**src/rtl/core/utf8d_pkg.sv**
```systemverilog
// ----------------------------------------------------------------------------
// utf8d_pkg
// Shared types, constants and byte classification for the UTF-8 decoder.
// ----------------------------------------------------------------------------
package utf8d_pkg;

    localparam int unsigned CP_W       = 21;
    localparam int unsigned FIFO_DEPTH = 4;
    localparam int unsigned PTR_W      = $clog2(FIFO_DEPTH);
    localparam int unsigned CNT_W      = $clog2(FIFO_DEPTH + 1);

    localparam logic [CP_W-1:0] REPL_CP = CP_W'(21'h00FFFD);

    localparam logic [2:0] LEN_BAD   = 3'd0;
    localparam logic [2:0] LEN_ASCII = 3'd1;
    localparam logic [2:0] LEN_TWO   = 3'd2;
    localparam logic [2:0] LEN_THREE = 3'd3;
    localparam logic [2:0] LEN_FOUR  = 3'd4;

    // one queue entry: one result, or a replacement followed by one result
    typedef struct packed {
        logic            two;
        logic            repl;
        logic [CP_W-1:0] cp;
    } t_entry;

    typedef struct packed {
        logic   push;
        t_entry entry;
    } t_push;

    function automatic logic [2:0] seq_len(input logic [7:0] b);
        logic [2:0] len;
        len = LEN_BAD;
        if (b < 8'h80)                      len = LEN_ASCII;
        else if (b inside {[8'hC2:8'hDF]}) len = LEN_TWO;
        else if (b inside {[8'hE0:8'hEF]}) len = LEN_THREE;
        else if (b inside {[8'hF0:8'hF4]}) len = LEN_FOUR;
        return len;
    endfunction

    function automatic logic cont_ok(input logic [7:0] lead, input logic [1:0] pos,
                                     input logic [7:0] b);
        logic [7:0] lo;
        logic [7:0] hi;
        lo = 8'h80;
        hi = 8'hBF;
        if (pos == 2'd1) begin
            if (lead == 8'hE0)      lo = 8'hA0;
            else if (lead == 8'hED) hi = 8'h9F;
            else if (lead == 8'hF0) lo = 8'h90;
            else if (lead == 8'hF4) hi = 8'h8F;
        end
        return (b >= lo) && (b <= hi);
    endfunction

endpackage

```
**src/rtl/core/utf8d_front.sv**
```systemverilog
// ----------------------------------------------------------------------------
// utf8d_front
// Holds the pending prefix, classifies each accepted byte and builds the
// queue entry describing the results it causes.
// ----------------------------------------------------------------------------
module utf8d_front (
    input  logic                i_clk,
    input  logic                i_rst_n,
    input  logic                i_accept,
    input  logic [7:0]          i_byte,
    output utf8d_pkg::t_push    o_push
);

    logic [1:0] r_cnt;
    logic [1:0] n_cnt;
    logic [7:0] r_pend [3];

    logic [2:0]                 lead_len;
    logic [2:0]                 plen;
    logic [2:0]                 flen;
    logic                       ext;
    logic                       complete;
    logic                       brk;
    logic                       fresh_has;
    logic                       fresh_start;
    logic [utf8d_pkg::CP_W-1:0] seq_cp;
    logic [utf8d_pkg::CP_W-1:0] fresh_cp;
    logic                       fresh_repl;

    always_comb begin
        lead_len = utf8d_pkg::seq_len(r_pend[0]);
        plen     = (lead_len < utf8d_pkg::LEN_TWO) ? utf8d_pkg::LEN_TWO : lead_len;
        ext      = (r_cnt != 2'd0) && ({1'b0, r_cnt} < plen)
                   && utf8d_pkg::cont_ok(r_pend[0], r_cnt, i_byte);
        complete = ext && (({1'b0, r_cnt} + 3'd1) == plen);
        brk      = (r_cnt != 2'd0) && !ext;

        flen        = utf8d_pkg::seq_len(i_byte);
        fresh_has   = !ext && ((flen == utf8d_pkg::LEN_ASCII) || (flen == utf8d_pkg::LEN_BAD));
        fresh_start = !ext && !fresh_has;
        fresh_repl  = (flen == utf8d_pkg::LEN_BAD);
        fresh_cp    = fresh_repl ? utf8d_pkg::REPL_CP
                                 : {{(utf8d_pkg::CP_W-8){1'b0}}, i_byte};

        case (plen)
            utf8d_pkg::LEN_TWO: begin
                seq_cp = {10'd0, r_pend[0][4:0], i_byte[5:0]};
            end
            utf8d_pkg::LEN_THREE: begin
                seq_cp = {5'd0, r_pend[0][3:0], r_pend[1][5:0], i_byte[5:0]};
            end
            default: begin
                seq_cp = {r_pend[0][2:0], r_pend[1][5:0], r_pend[2][5:0], i_byte[5:0]};
            end
        endcase

        o_push.push       = i_accept && (complete || brk || fresh_has);
        o_push.entry.two  = brk && fresh_has;
        o_push.entry.repl = fresh_has ? fresh_repl : !complete;
        o_push.entry.cp   = fresh_has ? fresh_cp
                                      : (complete ? seq_cp : utf8d_pkg::REPL_CP);

        if (ext && !complete) n_cnt = r_cnt + 2'd1;
        else if (fresh_start) n_cnt = 2'd1;
        else                  n_cnt = 2'd0;
    end

    always_ff @(posedge i_clk) begin
        if (!i_rst_n) begin
            r_cnt <= 2'd0;
        end else if (i_accept) begin
            r_cnt <= n_cnt;
        end
    end

    always_ff @(posedge i_clk) begin
        if (i_accept) begin
            if (fresh_start) begin
                r_pend[0] <= i_byte;
            end else if (ext && !complete) begin
                case (r_cnt)
                    2'd1:    r_pend[1] <= i_byte;
                    2'd2:    r_pend[2] <= i_byte;
                    default: r_pend[0] <= r_pend[0];
                endcase
            end
        end
    end

endmodule

```
**src/rtl/core/utf8d_fifo.sv**
```systemverilog
// ----------------------------------------------------------------------------
// utf8d_fifo
// Short queue of result entries between the classifier and the output stage.
// ----------------------------------------------------------------------------
module utf8d_fifo (
    input  logic              i_clk,
    input  logic              i_rst_n,
    input  utf8d_pkg::t_push  i_push,
    input  logic              i_pop,
    output logic              o_full,
    output logic              o_empty,
    output utf8d_pkg::t_entry o_head
);

    utf8d_pkg::t_entry                r_mem [utf8d_pkg::FIFO_DEPTH];
    logic [utf8d_pkg::PTR_W-1:0]      r_wr_ptr;
    logic [utf8d_pkg::PTR_W-1:0]      r_rd_ptr;
    logic [utf8d_pkg::CNT_W-1:0]      r_count;
    logic [utf8d_pkg::CNT_W-1:0]      n_count;

    assign o_full  = (r_count == utf8d_pkg::CNT_W'(utf8d_pkg::FIFO_DEPTH));
    assign o_empty = (r_count == '0);
    assign o_head  = r_mem[r_rd_ptr];

    always_comb begin
        n_count = r_count;
        if (i_push.push && !i_pop)      n_count = r_count + 1'b1;
        else if (!i_push.push && i_pop) n_count = r_count - 1'b1;
    end

    always_ff @(posedge i_clk) begin
        if (!i_rst_n) begin
            r_wr_ptr <= '0;
            r_rd_ptr <= '0;
            r_count  <= '0;
        end else begin
            if (i_push.push) r_wr_ptr <= r_wr_ptr + 1'b1;
            if (i_pop)       r_rd_ptr <= r_rd_ptr + 1'b1;
            r_count <= n_count;
        end
    end

    always_ff @(posedge i_clk) begin
        if (i_push.push) begin
            r_mem[r_wr_ptr] <= i_push.entry;
        end
    end

endmodule

```
**src/rtl/core/utf8d_back.sv**
```systemverilog
// ----------------------------------------------------------------------------
// utf8d_back
// Output register: turns queue entries into one or two result beats.
// ----------------------------------------------------------------------------
module utf8d_back (
    input  logic                        i_clk,
    input  logic                        i_rst_n,
    input  logic                        i_empty,
    input  utf8d_pkg::t_entry           i_head,
    output logic                        o_pop,
    output logic                        o_valid,
    input  logic                        i_ready,
    output logic [utf8d_pkg::CP_W-1:0]  o_cp,
    output logic                        o_repl,
    output logic                        o_last
);

    logic                       r_valid;
    logic                       r_phase;
    logic [utf8d_pkg::CP_W-1:0] r_cp;
    logic                       r_repl;
    logic                       r_last;
    logic                       load;
    logic                       first_of_two;

    assign load         = !i_empty && (!r_valid || i_ready);
    assign first_of_two = i_head.two && !r_phase;
    assign o_pop        = load && !first_of_two;

    assign o_valid = r_valid;
    assign o_cp    = r_cp;
    assign o_repl  = r_repl;
    assign o_last  = r_last;

    always_ff @(posedge i_clk) begin
        if (!i_rst_n) begin
            r_valid <= 1'b0;
            r_phase <= 1'b0;
        end else begin
            if (load) begin
                r_valid <= 1'b1;
                r_phase <= first_of_two;
            end else if (i_ready) begin
                r_valid <= 1'b0;
            end
        end
    end

    always_ff @(posedge i_clk) begin
        if (load) begin
            r_cp   <= first_of_two ? utf8d_pkg::REPL_CP : i_head.cp;
            r_repl <= first_of_two ? 1'b1 : i_head.repl;
            r_last <= !first_of_two;
        end
    end

endmodule

```
**src/rtl/core/utf8_decoder_with_replacement.sv**
```systemverilog
// ----------------------------------------------------------------------------
// utf8_decoder_with_replacement
// Streaming UTF-8 decoder, strict validity, U+FFFD for ill-formed prefixes.
// ----------------------------------------------------------------------------
// Usage:
//   Slave side takes one raw byte per beat on s_tdata. Master side gives one
//   result per beat: code point in m_tdata, replacement flag in m_tuser and
//   m_tlast on the final result caused by an input byte.
//   A byte that only extends a pending sequence gives no beat; a byte that
//   breaks a pending prefix gives U+FFFD, then, unless it opens a new
//   sequence, its own result; the final beat carries m_tlast.
//   Throughput: one byte per cycle while the queue has room; a two-result
//   byte gives two beats, which the output register drains one beat per cycle while the receiver is ready.
//   A result passes through the queue and then the output register before it appears on m_tvalid.
//   A 4-entry queue between the classifier and the output register absorbs
//   receiver stalls; s_tready drops only when that queue is full.
//   Reset clears the pending prefix, the queue and the output register.
// ----------------------------------------------------------------------------
module utf8_decoder_with_replacement (
    input  logic        i_clk,
    input  logic        i_rst_n,
    input  logic        i_s_tvalid,
    output logic        o_s_tready,
    input  logic [7:0]  i_s_tdata,    // [7:0] in_byte
    output logic        o_m_tvalid,
    input  logic        i_m_tready,
    output logic [23:0] o_m_tdata,    // [20:0] code_point, [23:21] zero
    output logic        o_m_tuser,    // [0] is_replacement
    output logic        o_m_tlast
);

    utf8d_pkg::t_push           push;
    utf8d_pkg::t_entry          head;
    logic                       full;
    logic                       empty;
    logic                       pop;
    logic                       accept;
    logic [utf8d_pkg::CP_W-1:0] cp;

    assign o_s_tready = !full;
    assign accept     = i_s_tvalid && o_s_tready;
    assign o_m_tdata  = {3'd0, cp};

    utf8d_front u_front (
        .i_clk   (i_clk),
        .i_rst_n (i_rst_n),
        .i_accept(accept),
        .i_byte  (i_s_tdata),
        .o_push  (push)
    );

    utf8d_fifo u_fifo (
        .i_clk   (i_clk),
        .i_rst_n (i_rst_n),
        .i_push  (push),
        .i_pop   (pop),
        .o_full  (full),
        .o_empty (empty),
        .o_head  (head)
    );

    utf8d_back u_back (
        .i_clk   (i_clk),
        .i_rst_n (i_rst_n),
        .i_empty (empty),
        .i_head  (head),
        .o_pop   (pop),
        .o_valid (o_m_tvalid),
        .i_ready (i_m_tready),
        .o_cp    (cp),
        .o_repl  (o_m_tuser),
        .o_last  (o_m_tlast)
    );

    a_second_beat_follows: assert property (@(posedge i_clk) disable iff (!i_rst_n)
        (o_m_tvalid && i_m_tready && !o_m_tlast) |=> (o_m_tvalid && o_m_tlast))
        else $error("second result of a byte did not follow");

    a_first_is_repl: assert property (@(posedge i_clk) disable iff (!i_rst_n)
        (o_m_tvalid && !o_m_tlast) |-> o_m_tuser)
        else $error("non-final result is not a replacement");

    a_repl_value: assert property (@(posedge i_clk) disable iff (!i_rst_n)
        (o_m_tvalid && o_m_tuser) |-> (cp == utf8d_pkg::REPL_CP))
        else $error("replacement result carries wrong code point");

endmodule

```
**config.mk**
```make
export PLATFORM = sky130hd
export DESIGN_NAME = utf8_decoder_with_replacement
export DESIGN_NICKNAME = d
export VERILOG_FILES = /design/src/rtl/core/utf8d_pkg.sv /design/src/rtl/core/utf8d_front.sv /design/src/rtl/core/utf8d_fifo.sv /design/src/rtl/core/utf8d_back.sv /design/src/rtl/core/utf8_decoder_with_replacement.sv
export SDC_FILE = /design/constraint.sdc
export NUM_CORES = 1
export LEC_CHECK = 0
export ABC_AREA = 0
export BUFFER_PORTS_ARGS = -buffer_cell sky130_fd_sc_hd__buf_2
export CORE_MARGIN = 2
export CORE_UTILIZATION = 30
export CTS_CLUSTER_DIAMETER = 30
export DETAILED_ROUTE_END_ITERATION = 10
export PLACE_DENSITY = 0.54
export REMOVE_ABC_BUFFERS = 1
export SYNTH_ARGS = -nofsm -noshare
export SYNTH_HDL_FRONTEND = slang
export SYNTH_SLANG_ARGS = --single-unit
```
**constraint.sdc**
```tcl
create_clock -name i_clk -period 7.1 [get_ports i_clk]
set_clock_uncertainty 0.1 [all_clocks]
set_input_delay 1.065 -clock i_clk [delete_from_list [all_inputs] [get_ports i_clk]]
set_output_delay 1.065 -clock i_clk [all_outputs]
set_load 0.01 [all_outputs]
```
[After elaboration in Yosys (flattened, before gate mapping)]
Memory sizes are Yosys's and may differ from the RTL's. A register that Yosys moved wholly into a read port is not among the register bits.
Index checks and enable logic that the tools add are counted.
Cells by class
  $add $sub $neg: 6
  $lt $le $gt $ge: 18
  equal/unequal tests: 11
  mux-type cells: 58
  bitwise gates (word level): 1
  reductions and logical operators: 44
Operators by type and width (count)
  $mux W8: 10
  $ge A8 B8 Y1 const B: 6
  $le A8 B8 Y1 const B: 6
  $mux W21: 2
  $pmux W21 S2: 1
  $mux W3: 11
  $eq A8 B8 Y1 const B: 4
  $mux W1: 26
  $logic_and A1 B1 Y1: 22
  $lt A8 B8 Y1 const B: 2
  $mux W16: 1
  $reduce_or A8 Y1: 2
  $logic_not A1 Y1: 10
  $mux W2: 5
  $ge A8 B8 Y1: 1
  $le A8 B8 Y1: 1
  $add A2 B1 Y2 const B: 3
  $eq A3 B2 Y1 const B: 2
  $logic_not A3 Y1: 2
  $mux W6: 1
  $reduce_bool A2 Y1: 3
  $mux W5: 1
  $logic_or A1 B1 Y1: 4
  $add A2 B1 Y3 const B: 1
  other kinds (11): 11
Storage, ports and cells
  flip-flop bits (word level): 34
  RAM bits: 116
  bits of input ports: 12
  logic and storage cells: 149
  memories kept: 2
Memories
  u_fifo.r_mem: words 4, bits a word 23, rd ports 1, clocked after Yosys merged registers in 1, write ports 1, line utf8d_fifo.sv:15  | utf8d_pkg::t_entry r_mem [utf8d_pkg::FIFO_DEPTH];
  u_front.r_pend: words 3, bits a word 8, rd ports 3, clocked after Yosys merged registers in 0, write ports 1, line utf8d_front.sv:16  | logic [7:0] r_pend [3];

[Longest topological paths before layout]
An unclocked memory read counts as a cell.
  word-level depth: 22
  mapped depth: 17
  gate-level depth less buffers: 16

[Modules after synthesis]
From an unflattened synthesis, not the netlist that was laid out.
Unflattened totals
  cell total of the unflattened synthesis: 405
  area total of the unflattened synthesis: 6403.6 um2
By module, submodules not included
  utf8d_fifo: instances 1, cells an instance 163, area each 3798.6 um2
  utf8d_front: instances 1, cells an instance 178, area each 1630.3 um2
  utf8d_back: instances 1, cells an instance 58, area each 938.4 um2
  utf8_decoder_with_replacement: instances 1, cells an instance 6, area each 36.3 um2

[Worst setup path before layout]
OpenSTA, ideal clock, no wires.
  path kind: input to register
  start point: input i_m_tready
  end point: register u_fifo.r_count[2] (netlist bit)
  setup time: 71 ps
  arrival time: 3641 ps
  data required time: 6929 ps
  slack: 3288 ps
  stages on the path: 9
  path buffers: 0
  cells stage by stage: inv_1 a21oi_1 nand2_1 ha_1 inv_1 fa_1 xor2_1 or3_1 a21oi_1
On the way
  longest elaborated chain between the ends: 6
Ends and longest elaborated chain
  start: declaration: line utf8_decoder_with_replacement.sv:26  | input logic i_m_tready,
  $logic_or A1 B1 Y1 (*): line utf8d_back.sv:26  | assign load = !i_empty && (!r_valid || i_ready);
  $logic_and A1 B1 Y1 (*): line utf8d_back.sv:26
  named net u_back.load: line utf8d_back.sv:23  | logic load;
  $logic_and A1 B1 Y1 (*): line utf8d_back.sv:28  | assign o_pop = load && !first_of_two;
  $logic_not A1 Y1: line utf8d_fifo.sv:27  | if (i_push.push && !i_pop) n_count = r_count + 1'b1;
  $logic_and A1 B1 Y1: line utf8d_fifo.sv:27
  $mux W3 / $reduce_bool A2 Y1 (equally long branches)
  end signal: assignment: line utf8d_fifo.sv:39  | r_count <= n_count;
  end: declaration: line utf8d_fifo.sv:18  | logic [utf8d_pkg::CNT_W-1:0] r_count;
Mark *: on every way through the listed nets, which the timed path passes. The rest lies on a longest branch.
A chain may end at the register's enable or synchronous reset.

==> run_results.csv <==
group,metric,value,unit
sta,max_freq,251,MHz
sta,hold_viol,0,
power,power.density,373,nW/um^2
sta,tightest_slew,1.03,ns
placement,portBuffers,36,
global_route,grt_pass1_wl,19400,um
finish,syn2layout_area_growth,19.1,%
sta,maxSlewViolCount,0,
route,drt_first_pass_iters,5,
sta,fin_setup_tns,0,ns
clock_tree,insertion_delay,0.42,ns
setup_path,worst_ep_arrival_time,4.22,ns
finish,fin_nets,453,
sta,timing.final.crit_share,0.561,
power,ir_drop,0.140,mV
logic_synthesis,ys_seq_area_frac,0.700,
floorplan,io_pins,40,
sta,finalSetupViolCount,0,
clock_tree,cts_buffer_depth,2,
setup_path,critPathRequiredTime,7.34,ns
floorplan,core_area,20200,um^2
finish,drive_gt1_frac,0.273,
power,leakage,2.49,nW
route,via_count,3272,
clock_tree,htreeDepth,4,
setup_path,setup.worst_path.start_class,"register",
finish,fill_cells,1905,
clock_tree,cts_tree,"yes",
floorplan,start_util,0.305,
finish,seqCellArea,4310,um^2
sta,period_needed,3.98,ns
setup_path,cp_max_fo,21,
logic_synthesis,synth.avg_cell_area,16.3,um^2
global_route,grt_overflow,0,
logic_synthesis,netlist_area,6160,um^2
setup_path,worst-setup-path-type,"reg -> reg",
global_route,grt_max_degree,28,
sta,relSlewSlack,0.314,
route,vias_per_cell,4.61,
clock_tree,cts_buffers,17,
clock_tree,cts.repair.resized,0,
global_route,grt_pass1_vias,3463,
route,drt_iter0_markers,255,
floorplan,fp.dieW,147,um
status,status,"finished, final reports clean",
global_route,grt_use_total,0.121,
logic_synthesis,synth_edf_count,135,
power,p_total,2.73,mW
setup_path,end_kind,"register",
logic_synthesis,synthArstFlopShare,0,
placement,gp_congestion,0.837,
hold_path,hold_path_class,"reg -> reg",
floorplan,chipHeight,147,um
clock_tree,cts.clk_slew.worst_paths,0.06,ns
route,wirelength,12400,um
floorplan,fp.dieArea,21700,um^2
clock_tree,cts_setup_buffers,0,
finish,mostFrequentLayoutCell,"edfxtp_1",
sta,rsz0062_at_grt,"no",
logic_synthesis,synthCells,379,
placement,dp_hpwl,7750,um
clock_tree,cts-root-buf,"clkbuf_16",
floorplan,row_count,52,
run,cap_violations,0,
clock_tree,numClockSinks,148,
logic_synthesis,synth_flop_cell,"edfxtp_1",
route,post-route-drc-count,0,
finish,final_cell_mix,"edfxtp_1 (135), buf_2 (36), mux4_2 (23)",
route,wl_per_cell,17.5,um
logic_synthesis,ys_types,49,
clock_tree,hold_buffers,0,
logic_synthesis,yosys_warnings,0,
logic_synthesis,synth-seq-cells,148,
finish,multi_input_area,1740,um^2
global_route,antenna_found_initial,1,
route,ant_nets,0,
-- cell usage after synthesis (2+ instances only) --
master / instances / area share
mux4_2: 23 / 0.084
nand3b_1: 2 / 0.0024
nor2_1: 13 / 0.0079
nand4_1: 2 / 0.0020
nor3b_1: 2 / 0.0024
or2_2: 17 / 0.017
mux2i_1: 3 / 0.0049
nor3_1: 4 / 0.0032
ha_1: 14 / 0.028
o21a_1: 8 / 0.0097
xor2_1: 4 / 0.0057
and3_1: 6 / 0.0061
o22ai_1: 6 / 0.0061
inv_1: 12 / 0.0073
a21boi_0: 2 / 0.0024
nand2b_1: 11 / 0.011
edfxtp_1: 135 / 0.66
o21ai_0: 6 / 0.0049
a21oi_1: 15 / 0.012
a31oi_1: 2 / 0.0020
nand3_1: 12 / 0.0097
nand2_1: 13 / 0.0079
clkbuf_1: 11 / 0.0067
and2_1: 15 / 0.015
or3_1: 2 / 0.0020
buf_4: 4 / 0.0049
dfxtp_1: 13 / 0.042
-- final timing paths --
check                                       start                              end  slack [ns]  cells after the start
setup / recovery   u_front.r_pend[0][4]$_DFFE_PP_   u_fifo.r_count[2]$_SDFFE_PN0P_        3.12                     15
hold / removal    u_fifo.r_wr_ptr[1]$_SDFFE_PN0P_  u_fifo.r_wr_ptr[1]$_SDFFE_PN0P_        0.40                      2
hold reg to reg   u_fifo.r_wr_ptr[1]$_SDFFE_PN0P_  u_fifo.r_wr_ptr[1]$_SDFFE_PN0P_        0.40                      2
setup reg to reg   u_front.r_pend[0][4]$_DFFE_PP_   u_fifo.r_count[2]$_SDFFE_PN0P_        3.12                     15
-- report_power, final --
group	switching [mW]	internal [mW]	total [mW]	leakage, nW
clock	0.338	0.657	0.995	0.325
combinational	0.313	0.253	0.567	0.806
sequential	0.0428	1.13	1.17	1.35
-- logic make-up (layout without fill, tap and decap cells) --
logic type,Yosys count,in the layout,synth area share
DFF,148,148,0.700
adders and majority gates,15,15,0.0317
xor gates and xnor gates,4,4,0.00569
muxes,27,27,0.0908
AOI/OAI and AO/OA,47,47,0.0487
and+or+nand+nor,108,108,0.102
buffers and inverters,29,87,0.0203
other,1,4,0.000609
-- per-layer routing --
| metal | global-route usage | up-vias | part of all wire |
|---|---|---|---|
| li1 | - | 1547 | - |
| met1 | 0.149 | 1640 | 0.43 |
| met2 | 0.201 | 77 | 0.51 |
| met3 | 0.0339 | 8 | 0.047 |
| met4 | 0.0505 | 0 | 0.0087 |
| met5 | 0 | - | 0 |
-- layout make-up --
class                           count  area share
Timing Repair Buffer               43      0.0317
Clock inverter                     14      0.0319
Clock buffer                       18      0.0585
Multi-Input combinational cell    204       0.237
Inverter                           12     0.00614
Antenna cell                        1    0.000341
Tap cell                          270      0.0461
Sequential cell                   148       0.588
-- metrics by stage --
stage          hold slack, ns  setup WS, ns  instance area [um^2]   util  cells
6_report                0.402          3.12                  7340  0.364    710
5_1_grt                 0.445          2.79                  7330  0.364    709
4_1_cts                 0.402          3.13                  7330  0.364    709
3_5_place_dp            0.394          2.96                  6670  0.331    677
3_3_place_gp            0.379          3.04                  6670  0.331    677
2_1_floorplan           0.368          3.29                  6090      -    364
-- registers in the layout, summed over array words and instances, names as in the netlist, named ones only --
signal / cells
u_back.o_cp: 21
u_back.o_last: 1
u_back.o_repl: 1
u_back.o_valid: 1
u_back.r_phase: 1
u_fifo.r_count: 3
u_fifo.r_mem: 92
u_fifo.r_rd_ptr: 2
u_fifo.r_wr_ptr: 2
u_front.r_cnt: 2
u_front.r_pend: 20
-- worst max-delay path: stages (launching register included) --
cell,delay (ns)
edfxtp_1,0.64
nor2_1,0.19
a21oi_1,0.05
nor3_1,0.22
ha_1,0.30
a21oi_1,0.17
a31oi_1,0.07
or4b_1,0.53
nor3_2,0.34
a21oi_1,0.22
ha_1,0.29
inv_1,0.07
fa_1,0.17
xor2_1,0.08
or3_1,0.31
a21oi_1,0.14
Power figures use the tool's default switching activity.
